--- src/cdcpe_pkg.sv ---
// Package: types, constants and helper functions of the CD-ROM command packet engine.
package cdcpe_pkg;

	localparam int PACKET_BYTES = 8;
	localparam int IDX_W        = $clog2(PACKET_BYTES);
	localparam int CNT_W        = $clog2(PACKET_BYTES + 1);
	localparam int LEN_W        = 3;
	localparam int ADDR_W       = 20;
	localparam int COEF_W       = 13;
	localparam int BCD_W        = 8;

	localparam logic [7:0] STATUS_VALUE = 8'h40;
	localparam logic [7:0] PHASE_VALUE  = 8'h0B;

	localparam logic [7:0] OP_SEEK    = 8'h50;
	localparam logic [7:0] OP_GETINFO = 8'h70;
	localparam logic [7:0] OP_PARAM   = 8'h90;
	localparam logic [7:0] OP_XFER    = 8'h10;
	localparam logic [7:0] OP_XFER2   = 8'hDC;
	localparam logic [7:0] OP_READ    = 8'hC0;
	localparam logic [7:0] OP_EXT     = 8'hFE;

	localparam logic [1:0] REG_STATUS = 2'd0;

	localparam logic [IDX_W-1:0] IDX_OPCODE = IDX_W'(0);
	localparam logic [IDX_W-1:0] IDX_MIN    = IDX_W'(1);
	localparam logic [IDX_W-1:0] IDX_SEC    = IDX_W'(2);
	localparam logic [IDX_W-1:0] IDX_FRM    = IDX_W'(3);
	localparam logic [IDX_W-1:0] IDX_COUNT  = IDX_W'(6);

	localparam logic [ADDR_W-1:0] LEAD_IN  = ADDR_W'(150);
	localparam logic [COEF_W-1:0] COEF_MIN = COEF_W'(60 * 75);
	localparam logic [COEF_W-1:0] COEF_SEC = COEF_W'(75);
	localparam logic [COEF_W-1:0] COEF_FRM = COEF_W'(1);

	typedef enum logic [2:0] {
		MODE_IDLE    = 3'd0,
		MODE_RECEIVE = 3'd1,
		MODE_STATUS  = 3'd2,
		MODE_DATAOUT = 3'd3,
		MODE_READ    = 3'd4,
		MODE_ERROR   = 3'd5
	} mode_t;

	typedef enum logic [2:0] {
		SEQ_IDLE,
		SEQ_FETCH,
		SEQ_MIN,
		SEQ_SEC,
		SEQ_FRM,
		SEQ_FIN
	} seq_state_t;

	typedef enum logic [1:0] {
		COEF_SEL_MIN,
		COEF_SEL_SEC,
		COEF_SEL_FRM
	} coef_sel_t;

	typedef struct packed {
		logic      load;
		logic      accum;
		coef_sel_t coef;
	} addr_ctl_t;

	function automatic logic [LEN_W-1:0] length_for(input logic [7:0] op);
		logic [LEN_W-1:0] len;
		unique case (op)
			OP_SEEK:  len = LEN_W'(2);
			OP_PARAM: len = LEN_W'(3);
			OP_READ:  len = LEN_W'(7);
			OP_EXT:   len = LEN_W'(2);
			default:  len = LEN_W'(1);
		endcase
		return len;
	endfunction

	function automatic logic [COEF_W-1:0] coef_value(input coef_sel_t sel);
		logic [COEF_W-1:0] c;
		unique case (sel)
			COEF_SEL_MIN: c = COEF_MIN;
			COEF_SEL_SEC: c = COEF_SEC;
			default:      c = COEF_FRM;
		endcase
		return c;
	endfunction

	function automatic logic [BCD_W-1:0] bcd_value(input logic [7:0] b);
		logic [BCD_W-1:0] hi;
		logic [BCD_W-1:0] lo;
		hi = BCD_W'(b[7:4]);
		lo = BCD_W'(b[3:0]);
		return (hi << 3) + (hi << 1) + lo;
	endfunction

endpackage

--- src/cdcpe_cmd_if.sv ---
// Interface: host access channel (command beats into the engine).
interface cdcpe_cmd_if;
	logic       valid;
	logic       ready;
	logic       func;
	logic [7:0] write_byte;
	logic [1:0] reg_select;

	modport source (output valid, output func, output write_byte, output reg_select,
		input ready);
	modport sink (input valid, input func, input write_byte, input reg_select,
		output ready);
endinterface

--- src/cdcpe_rsp_if.sv ---
// Interface: result channel (one result beat per host access).
interface cdcpe_rsp_if;
	logic                        valid;
	logic                        ready;
	logic [7:0]                  read_data;
	logic [2:0]                  engine_state;
	logic                        command_done;
	logic [cdcpe_pkg::ADDR_W-1:0] block_address;
	logic [7:0]                  block_count;

	modport source (output valid, output read_data, output engine_state,
		output command_done, output block_address, output block_count, input ready);
	modport sink (input valid, input read_data, input engine_state,
		input command_done, input block_address, input block_count, output ready);
endinterface

--- src/cdcpe_top.sv ---
// Top level: CD-ROM command packet engine with packet store and address sequencer.
//
//  channel | dir | beat contents
//  cmd     | in  | func, write_byte, reg_select
//  rsp     | out | read_data, engine_state, command_done, block_address, block_count
//
// Register reads and writes that do not finish a read command: result registered, valid next cycle.
// A write that finishes a read command (0xC0): result after the address sequencer steps FETCH, MIN,
// SEC, FRM and FIN, feeding one multiply-accumulate unit from the packet store's single read port.
// cmd is not ready while the sequencer runs or while an untaken result blocks rsp.
// arst_n clears mode, counters, address, count and valid; no clearing pass.
module cdrom_command_packet_engine_top (
	input logic         clk,
	input logic         arst_n,
	cdcpe_cmd_if.sink   cmd,
	cdcpe_rsp_if.source rsp
);

	localparam int CNT_W = cdcpe_pkg::CNT_W;
	localparam int IDX_W = cdcpe_pkg::IDX_W;

	cdcpe_pkg::seq_state_t        seq_q, seq_n;
	cdcpe_pkg::mode_t             mode_q, run_mode;
	logic [CNT_W-1:0]             rcv_q, rcv_n;
	logic [cdcpe_pkg::LEN_W-1:0]  exp_q, exp_n;
	logic [cdcpe_pkg::ADDR_W-1:0] start_block_q;
	logic [7:0]                   count_q, count_n;
	logic [7:0]                   opcode_q, op_n;
	logic                         rsp_valid_q;

	logic                         accept, wr_acc, wr_new, done_n, go_read, load_rsp;
	logic                         ram_we;
	logic [IDX_W-1:0]             ram_waddr, ram_raddr;
	logic [7:0]                   ram_rdata;
	cdcpe_pkg::addr_ctl_t         actl;
	logic [cdcpe_pkg::ADDR_W-1:0] blk;

	cdcpe_pkt_ram u_ram (
		.clk   (clk),
		.we    (ram_we),
		.waddr (ram_waddr),
		.wdata (cmd.write_byte),
		.raddr (ram_raddr),
		.rdata (ram_rdata)
	);

	cdcpe_addr_unit u_addr (
		.clk      (clk),
		.ctl      (actl),
		.bcd_byte (ram_rdata),
		.block    (blk)
	);

	assign accept = cmd.valid && cmd.ready;
	assign wr_acc = accept && !cmd.func;

	always_comb begin
		wr_new    = (mode_q != cdcpe_pkg::MODE_RECEIVE);
		op_n      = wr_new ? cmd.write_byte : opcode_q;
		ram_we    = 1'b0;
		ram_waddr = cdcpe_pkg::IDX_OPCODE;
		rcv_n     = rcv_q;
		exp_n     = exp_q;
		if (wr_new) begin
			ram_we = wr_acc;
			rcv_n  = CNT_W'(1);
			exp_n  = cdcpe_pkg::length_for(cmd.write_byte);
		end else if (rcv_q < CNT_W'(cdcpe_pkg::PACKET_BYTES)) begin
			ram_we    = wr_acc;
			ram_waddr = rcv_q[IDX_W-1:0];
			rcv_n     = rcv_q + CNT_W'(1);
		end
		done_n  = (rcv_n >= CNT_W'(exp_n));
		go_read = done_n && (op_n == cdcpe_pkg::OP_READ);
		if (!done_n) begin
			run_mode = cdcpe_pkg::MODE_RECEIVE;
		end else if (op_n == cdcpe_pkg::OP_XFER || op_n == cdcpe_pkg::OP_XFER2) begin
			run_mode = cdcpe_pkg::MODE_DATAOUT;
		end else if (go_read) begin
			run_mode = cdcpe_pkg::MODE_READ;
		end else begin
			run_mode = cdcpe_pkg::MODE_STATUS;
		end
		count_n = (ram_rdata == 8'd0) ? 8'd1 : ram_rdata;
	end

	always_comb begin
		seq_n = seq_q;
		unique case (seq_q)
			cdcpe_pkg::SEQ_IDLE: begin
				if (wr_acc && go_read) begin
					seq_n = cdcpe_pkg::SEQ_FETCH;
				end
			end
			cdcpe_pkg::SEQ_FETCH: seq_n = cdcpe_pkg::SEQ_MIN;
			cdcpe_pkg::SEQ_MIN:   seq_n = cdcpe_pkg::SEQ_SEC;
			cdcpe_pkg::SEQ_SEC:   seq_n = cdcpe_pkg::SEQ_FRM;
			cdcpe_pkg::SEQ_FRM:   seq_n = cdcpe_pkg::SEQ_FIN;
			cdcpe_pkg::SEQ_FIN:   seq_n = cdcpe_pkg::SEQ_IDLE;
			default:              seq_n = cdcpe_pkg::SEQ_IDLE;
		endcase
	end

	always_comb begin
		cmd.ready  = 1'b0;
		ram_raddr  = cdcpe_pkg::IDX_MIN;
		actl.load  = 1'b0;
		actl.accum = 1'b0;
		actl.coef  = cdcpe_pkg::COEF_SEL_MIN;
		unique case (seq_q)
			cdcpe_pkg::SEQ_IDLE: cmd.ready = !rsp_valid_q || rsp.ready;
			cdcpe_pkg::SEQ_FETCH: ram_raddr = cdcpe_pkg::IDX_MIN;
			cdcpe_pkg::SEQ_MIN: begin
				ram_raddr = cdcpe_pkg::IDX_SEC;
				actl.load = 1'b1;
			end
			cdcpe_pkg::SEQ_SEC: begin
				ram_raddr  = cdcpe_pkg::IDX_FRM;
				actl.accum = 1'b1;
				actl.coef  = cdcpe_pkg::COEF_SEL_SEC;
			end
			cdcpe_pkg::SEQ_FRM: begin
				ram_raddr  = cdcpe_pkg::IDX_COUNT;
				actl.accum = 1'b1;
				actl.coef  = cdcpe_pkg::COEF_SEL_FRM;
			end
			cdcpe_pkg::SEQ_FIN: ram_raddr = cdcpe_pkg::IDX_COUNT;
			default: cmd.ready = 1'b0;
		endcase
	end

	assign load_rsp = (accept && !(wr_acc && go_read)) || (seq_q == cdcpe_pkg::SEQ_FIN);

	always_ff @(posedge clk or negedge arst_n) begin
		if (!arst_n) begin
			seq_q         <= cdcpe_pkg::SEQ_IDLE;
			mode_q        <= cdcpe_pkg::MODE_IDLE;
			rcv_q         <= '0;
			exp_q         <= '0;
			start_block_q <= '0;
			count_q       <= '0;
			rsp_valid_q   <= 1'b0;
		end else begin
			seq_q <= seq_n;
			if (wr_acc) begin
				rcv_q <= rcv_n;
				exp_q <= exp_n;
				if (!go_read) begin
					mode_q <= run_mode;
				end
			end
			if (seq_q == cdcpe_pkg::SEQ_FIN) begin
				mode_q        <= cdcpe_pkg::MODE_READ;
				start_block_q <= blk;
				count_q       <= count_n;
			end
			if (load_rsp) begin
				rsp_valid_q <= 1'b1;
			end else if (rsp.ready) begin
				rsp_valid_q <= 1'b0;
			end
		end
	end

	always_ff @(posedge clk) begin
		if (wr_acc && wr_new) begin
			opcode_q <= cmd.write_byte;
		end
		if (seq_q == cdcpe_pkg::SEQ_FIN) begin
			rsp.read_data     <= 8'd0;
			rsp.engine_state  <= cdcpe_pkg::MODE_READ;
			rsp.command_done  <= 1'b1;
			rsp.block_address <= blk;
			rsp.block_count   <= count_n;
		end else if (accept && cmd.func) begin
			rsp.read_data     <= (cmd.reg_select == cdcpe_pkg::REG_STATUS) ?
				cdcpe_pkg::STATUS_VALUE : cdcpe_pkg::PHASE_VALUE;
			rsp.engine_state  <= mode_q;
			rsp.command_done  <= 1'b0;
			rsp.block_address <= start_block_q;
			rsp.block_count   <= count_q;
		end else if (wr_acc) begin
			rsp.read_data     <= 8'd0;
			rsp.engine_state  <= run_mode;
			rsp.command_done  <= done_n;
			rsp.block_address <= start_block_q;
			rsp.block_count   <= count_q;
		end
	end

	assign rsp.valid = rsp_valid_q;

	a_busy_not_ready: assert property (@(posedge clk) disable iff (!arst_n)
		seq_q != cdcpe_pkg::SEQ_IDLE |-> !cmd.ready)
		else $error("cmd ready while sequencer busy");

	a_fin_result: assert property (@(posedge clk) disable iff (!arst_n)
		seq_q == cdcpe_pkg::SEQ_FIN |=> rsp.valid && rsp.command_done
			&& rsp.engine_state == cdcpe_pkg::MODE_READ)
		else $error("read command finished without result beat");

	a_regread_nodone: assert property (@(posedge clk) disable iff (!arst_n)
		accept && cmd.func |=> rsp.valid && !rsp.command_done)
		else $error("register read reported command done");

	a_rcv_bound: assert property (@(posedge clk) disable iff (!arst_n)
		mode_q == cdcpe_pkg::MODE_RECEIVE && seq_q == cdcpe_pkg::SEQ_IDLE
			|-> rcv_q < CNT_W'(exp_q))
		else $error("receiving with full packet");

endmodule

--- src/cdcpe_pkt_ram.sv ---
// Packet store: one write port, one registered read port.
module cdcpe_pkt_ram (
	input  logic                        clk,
	input  logic                        we,
	input  logic [cdcpe_pkg::IDX_W-1:0] waddr,
	input  logic [7:0]                  wdata,
	input  logic [cdcpe_pkg::IDX_W-1:0] raddr,
	output logic [7:0]                  rdata
);

	logic [7:0] mem [cdcpe_pkg::PACKET_BYTES];

	always_ff @(posedge clk) begin
		if (we) begin
			mem[waddr] <= wdata;
		end
	end

	always_ff @(posedge clk) begin
		rdata <= mem[raddr];
	end

endmodule

--- src/cdcpe_addr_unit.sv ---
// Shared multiply-accumulate unit: BCD byte times coefficient into the block address.
module cdcpe_addr_unit (
	input  logic                         clk,
	input  cdcpe_pkg::addr_ctl_t         ctl,
	input  logic [7:0]                   bcd_byte,
	output logic [cdcpe_pkg::ADDR_W-1:0] block
);

	localparam int PROD_W = cdcpe_pkg::BCD_W + cdcpe_pkg::COEF_W;

	logic [cdcpe_pkg::ADDR_W-1:0] acc_q;
	logic [PROD_W-1:0]            prod;
	logic [cdcpe_pkg::ADDR_W-1:0] base;

	assign prod = PROD_W'(cdcpe_pkg::bcd_value(bcd_byte))
		* PROD_W'(cdcpe_pkg::coef_value(ctl.coef));
	assign base = ctl.load ? '0 : acc_q;

	always_ff @(posedge clk) begin
		if (ctl.load || ctl.accum) begin
			acc_q <= base + prod[cdcpe_pkg::ADDR_W-1:0];
		end
	end

	assign block = (acc_q >= cdcpe_pkg::LEAD_IN) ? acc_q - cdcpe_pkg::LEAD_IN : '0;

endmodule

--- src/flat_wrapper.sv ---
// flat-port wrapper written by rule: the top's interface ports become plain ports
module cdrom_command_packet_engine_top_flat 
  (clk, arst_n, cmd_valid, cmd_func, cmd_write_byte, cmd_reg_select, cmd_ready, rsp_valid, rsp_read_data, rsp_engine_state, rsp_command_done, rsp_block_address, rsp_block_count, rsp_ready);
  cdcpe_cmd_if cmd_i ();
  cdcpe_rsp_if rsp_i ();
  input logic clk;
  input logic arst_n;
  input wire logic [$bits(cmd_i.valid)-1:0] cmd_valid;
  input wire logic [$bits(cmd_i.func)-1:0] cmd_func;
  input wire logic [$bits(cmd_i.write_byte)-1:0] cmd_write_byte;
  input wire logic [$bits(cmd_i.reg_select)-1:0] cmd_reg_select;
  output wire logic [$bits(cmd_i.ready)-1:0] cmd_ready;
  output wire logic [$bits(rsp_i.valid)-1:0] rsp_valid;
  output wire logic [$bits(rsp_i.read_data)-1:0] rsp_read_data;
  output wire logic [$bits(rsp_i.engine_state)-1:0] rsp_engine_state;
  output wire logic [$bits(rsp_i.command_done)-1:0] rsp_command_done;
  output wire logic [$bits(rsp_i.block_address)-1:0] rsp_block_address;
  output wire logic [$bits(rsp_i.block_count)-1:0] rsp_block_count;
  input wire logic [$bits(rsp_i.ready)-1:0] rsp_ready;
  assign cmd_i.valid = cmd_valid;
  assign cmd_i.func = cmd_func;
  assign cmd_i.write_byte = cmd_write_byte;
  assign cmd_i.reg_select = cmd_reg_select;
  assign cmd_ready = cmd_i.ready;
  assign rsp_valid = rsp_i.valid;
  assign rsp_read_data = rsp_i.read_data;
  assign rsp_engine_state = rsp_i.engine_state;
  assign rsp_command_done = rsp_i.command_done;
  assign rsp_block_address = rsp_i.block_address;
  assign rsp_block_count = rsp_i.block_count;
  assign rsp_i.ready = rsp_ready;
  cdrom_command_packet_engine_top u_core (.clk(clk), .arst_n(arst_n), .cmd(cmd_i), .rsp(rsp_i));
endmodule
--- config.mk ---
export PLATFORM = sky130hd
export DESIGN_NAME = cdrom_command_packet_engine_top_flat
export DESIGN_NICKNAME = d
export VERILOG_FILES = /design/src/cdcpe_pkg.sv /design/src/cdcpe_cmd_if.sv /design/src/cdcpe_rsp_if.sv /design/src/cdcpe_top.sv /design/src/cdcpe_pkt_ram.sv /design/src/cdcpe_addr_unit.sv /design/src/flat_wrapper.sv
export SDC_FILE = /design/constraint.sdc
export NUM_CORES = 1
export LEC_CHECK = 0
export CAP_MARGIN = 20
export CORE_MARGIN = 5
export CORE_UTILIZATION = 40
export CTS_CLUSTER_DIAMETER = 50
export DETAILED_ROUTE_END_ITERATION = 10
export DONT_BUFFER_PORTS = 1
export HOLD_SLACK_MARGIN = 0.15
export SETUP_SLACK_MARGIN = 0.2
export SLEW_MARGIN = 30
export SYNTH_ARGS = -nofsm -noshare
export SYNTH_HDL_FRONTEND = slang
export SYNTH_SLANG_ARGS = --single-unit
--- constraint.sdc ---
create_clock -name clk -period 8.4 [get_ports clk]
set_clock_uncertainty 0.15 [all_clocks]
set_input_delay 1.68 -clock clk [delete_from_list [all_inputs] [get_ports clk]]
set_output_delay 1.68 -clock clk [all_outputs]
set_load 0.03 [all_outputs]
==> impl_results.md <==
* Std cell rows at 54
* Drt total wl at 17600 um
* Routed WL per cell at 15.8 um
* Post-route setup slack at 1.56 ns
* GR Util All Layers at 0.148
* DRT antenna net count at 0
* FF-to-FF Start: u_core.u_ram.rdata[4]
* Fin cells at 1109
* Hold Path Depth at 2
* Max Root-Sink Buffers at 2
* Core Box Area at 21900 um^2
* Input/output buffers at 0
* CTS H-Tree Depth at 4
* Diodes inserted at 0
* Final Hold Viols at 0
* Asr flop ratio synth at 0.292
* Die Span X at 159 um
* Critical path class: reg -> reg
* Initial Util at 0.407
* FMAX at 146 MHz
* Clock Root Buffer: clkbuf_16
* Max cap viols at 0
* Gpl congestion at 0.814
* # clock sinks at 144
* Post-DP HPWL at 13600 um
* Synth Warn # at 0
* CP startpoint kind: flop
* Hold Startpoint: u_core.start_block_q[7]
* RSZ-0062 raised after global routing: no
* Nets@finish at 953
* Worst min-delay path category: reg -> reg
* # hold bufs at CTS at 0
* Status: finished, final reports clean
* Post-synth EDFFs at 88
* Worst slew margin at 0.354
* Die ar. at 25400 um^2
* Hold path endpoint: u_core.start_block_q[7]
* Layout cells sized above 1 at 0.0760
* Flops & latches, synth at 144
* Post-Syn Area at 8920 um^2
* Register area share after synthesis at 0.446
* Placed insts at 1077
* Via density at 5.04
* Number of library cell types mapped by synthesis at 67
* Syn_area_per_cell at 10.9 um^2
* Reg2Reg Depth at 23
* Number of global-route vias before repair at 5806
* First-pass GRT wire length at 30400 um
* Area Overhead vs Synth at 9.58%
* Post-CTS resize count at 0
* Worst-path fanout max at 6
* Setup Viol. Count Final at 0
* CP endpoint kind: flop
* DR pass1 iterations at 4
* Vias at 5593
* Drt drc at 0
* Register Area at 3970 um^2
* Tightest Pin Transition at 0.956 ns
* I/O pins at 57
* GR Overflow Total at 0
* Setup_tns at 0 ns
* WP data required at 8.41 ns
* Reg2reg setup slack at 1.56 ns
* Drt initial violations at 238
* CTS tree: built
* Tmin final at 6.84 ns
* Slew Limit Fails at 0
* Postcts setup bufs at 0
* Synthesized instance count at 818
* Die Y at 159 um
* RR Endpoint: u_core.u_addr.acc_q[18]
* Ys flop type: edfxtp_1
* # fillers at 2081
* Largest net degree at the start of global routing at 43
* Num CTS Buffers at 17
* Dpl ws at 1.64 ns
* Clk Latency, worst-skew pair at 0.43 ns
* Antenna violations before repair at 0
* Period utilisation layout at 0.814
* Critical path data arrival time at 6.86 ns
* CTS clk-pin slew, worst paths at 0.06 ns
* Footprint of the multi-input gates at 4420 um^2
==> cell type report <==
class,instances,share of cell area
flip-flops and latches,144,0.407
multi-input cells,542,0.452
inverters,105,0.0403
well taps,280,0.0358
repair buffers,6,0.00461
clock buffers,17,0.0435
clock inverters,15,0.0172
==> metal layers <==
metal,global-route usage,wire length (um),part of all wire,vias to the layer above
li1,-,-,-,2760
met1,0.201,8400,0.48,2724
met2,0.241,8270,0.47,101
met3,0.0344,734,0.042,8
met4,0.0372,159,0.0091,0
met5,0,0,0,-
==> critical path, cell delays in order (launching register included) <==
cell	delay, ns
dfxtp_1	0.36
inv_1	0.09
fa_1	0.58
inv_1	0.06
ha_1	0.27
a21oi_1	0.06
nor2b_1	0.16
nor2_1	0.07
xor2_1	0.17
or2_2	0.32
inv_1	0.17
fa_1	0.46
fa_1	0.50
fa_1	0.54
inv_1	0.05
fa_1	0.52
inv_1	0.04
ha_1	0.37
nand3_1	0.09
nor2_1	0.10
o21ai_0	0.16
o311ai_0	0.87
a311oi_1	0.25
xnor2_1	0.18
==> logic make-up (layout without fill, tap and decap cells) <==
| logic type | Yosys count | after routing | synth area share |
|---|---|---|---|
| muxes | 18 | 18 | 0.0213 |
| xor gates and xnor gates | 35 | 35 | 0.0344 |
| adders and majority gates | 122 | 122 | 0.217 |
| DFF | 144 | 144 | 0.446 |
| and+or+nand+nor | 237 | 237 | 0.133 |
| AOI/OAI and AO/OA | 126 | 126 | 0.0877 |
| other | 1 | 4 | 0.000420 |
| buffers and inverters | 135 | 143 | 0.0605 |
==> how the worst max path moves through the flow <==
stage | to | from | depth (start not counted) | slack, ns
2_1_floorplan | u_core.u_addr.acc_q[18] | u_core.u_ram.rdata[3] | 23 | 2.30
3_3_place_gp | u_core.u_addr.acc_q[18] | u_core.u_ram.rdata[3] | 23 | 1.76
3_5_place_dp | u_core.u_addr.acc_q[18] | u_core.u_ram.rdata[4] | 23 | 1.64
4_1_cts | u_core.u_addr.acc_q[18] | u_core.u_ram.rdata[4] | 23 | 1.59
5_1_grt | u_core.u_addr.acc_q[18] | u_core.u_ram.rdata[3] | 23 | 1.17
6_report | u_core.u_addr.acc_q[18] | u_core.u_ram.rdata[4] | 23 | 1.56
==> sequential cells by signal (all words and copies together) (netlist names), 2 cells and up <==
signal,flops
u_core.start_block_q,20
u_core.seq_q,3
u_core.u_ram.mem,32
u_core.rsp.read_data,2
u_core.rsp.engine_state,3
u_core.count_q,8
u_core.rcv_q,4
u_core.rsp.block_address,20
u_core.u_addr.acc_q,20
u_core.mode_q,3
u_core.opcode_q,8
u_core.rsp.block_count,8
u_core.exp_q,3
u_core.u_ram.rdata,8
==> stage by stage <==
stage	area, um^2	util	hold WS, ns
global placement	9180	0.419	0.309
CTS	9770	0.446	0.325
finish	9770	0.446	0.324
global route	9770	0.446	0.332
floorplan	8930	-	0.286
detailed placement	9180	0.419	0.308
==> synth_stat cells (all sizes together), types with 2 or more instances <==
cell type  instances  area share
a211o              3      0.0029
a211oi             4      0.0034
a21boi             3      0.0025
a21o               6      0.0051
a21oi             26       0.015
a31oi              4      0.0028
and2              20       0.014
and3               2      0.0014
buf               10      0.0079
clkbuf            20      0.0084
dfrtp             42        0.12
dfxtp             14       0.031
edfxtp            88        0.30
fa                55        0.12
ha                67       0.094
inv              105       0.044
mux2               8       0.010
mux2i             10       0.011
nand2             94       0.040
nand2b            13      0.0091
nand3              7      0.0039
nand3b             2      0.0017
nor2              52       0.022
nor2b              6      0.0042
nor3               7      0.0039
nor4               6      0.0056
nor4b              3      0.0046
o211ai             3      0.0025
o21a               4      0.0034
o21ai             49       0.027
o31ai             11      0.0093
o41ai              3      0.0029
or2                5      0.0035
or3                4      0.0034
or4                8      0.0072
xnor2             27       0.027
xor2               8      0.0079
==> cells in the final DEF, fill, tap and decap left out, types with 5 or more instances in the layout <==
master     synthesis  routed
inv_1            105     105
and2_1            20      20
nor2b_1            6       6
buf_4              6       6
fa_1              55      55
nor2_1            51      51
or4_1              7       7
a21o_1             6       6
nand2b_1          13      13
xnor2_1           27      27
mux2i_1           10      10
nand2_1           94      94
nor3_1             7       7
dfrtp_1           42      42
edfxtp_1          88      88
or2_2              5       5
nand3_1            7       7
o31ai_1           11      11
clkbuf_16          0      17
dfxtp_1           14      14
mux2_2             8       8
xor2_1             8       8
o21ai_0           39      39
o21ai_1           10      10
a21oi_1           25      25
ha_1              67      67
Power is left out: the tool's default activity adds up to more than one toggle a clock period on the data nets, which glitch-free logic cannot reach.
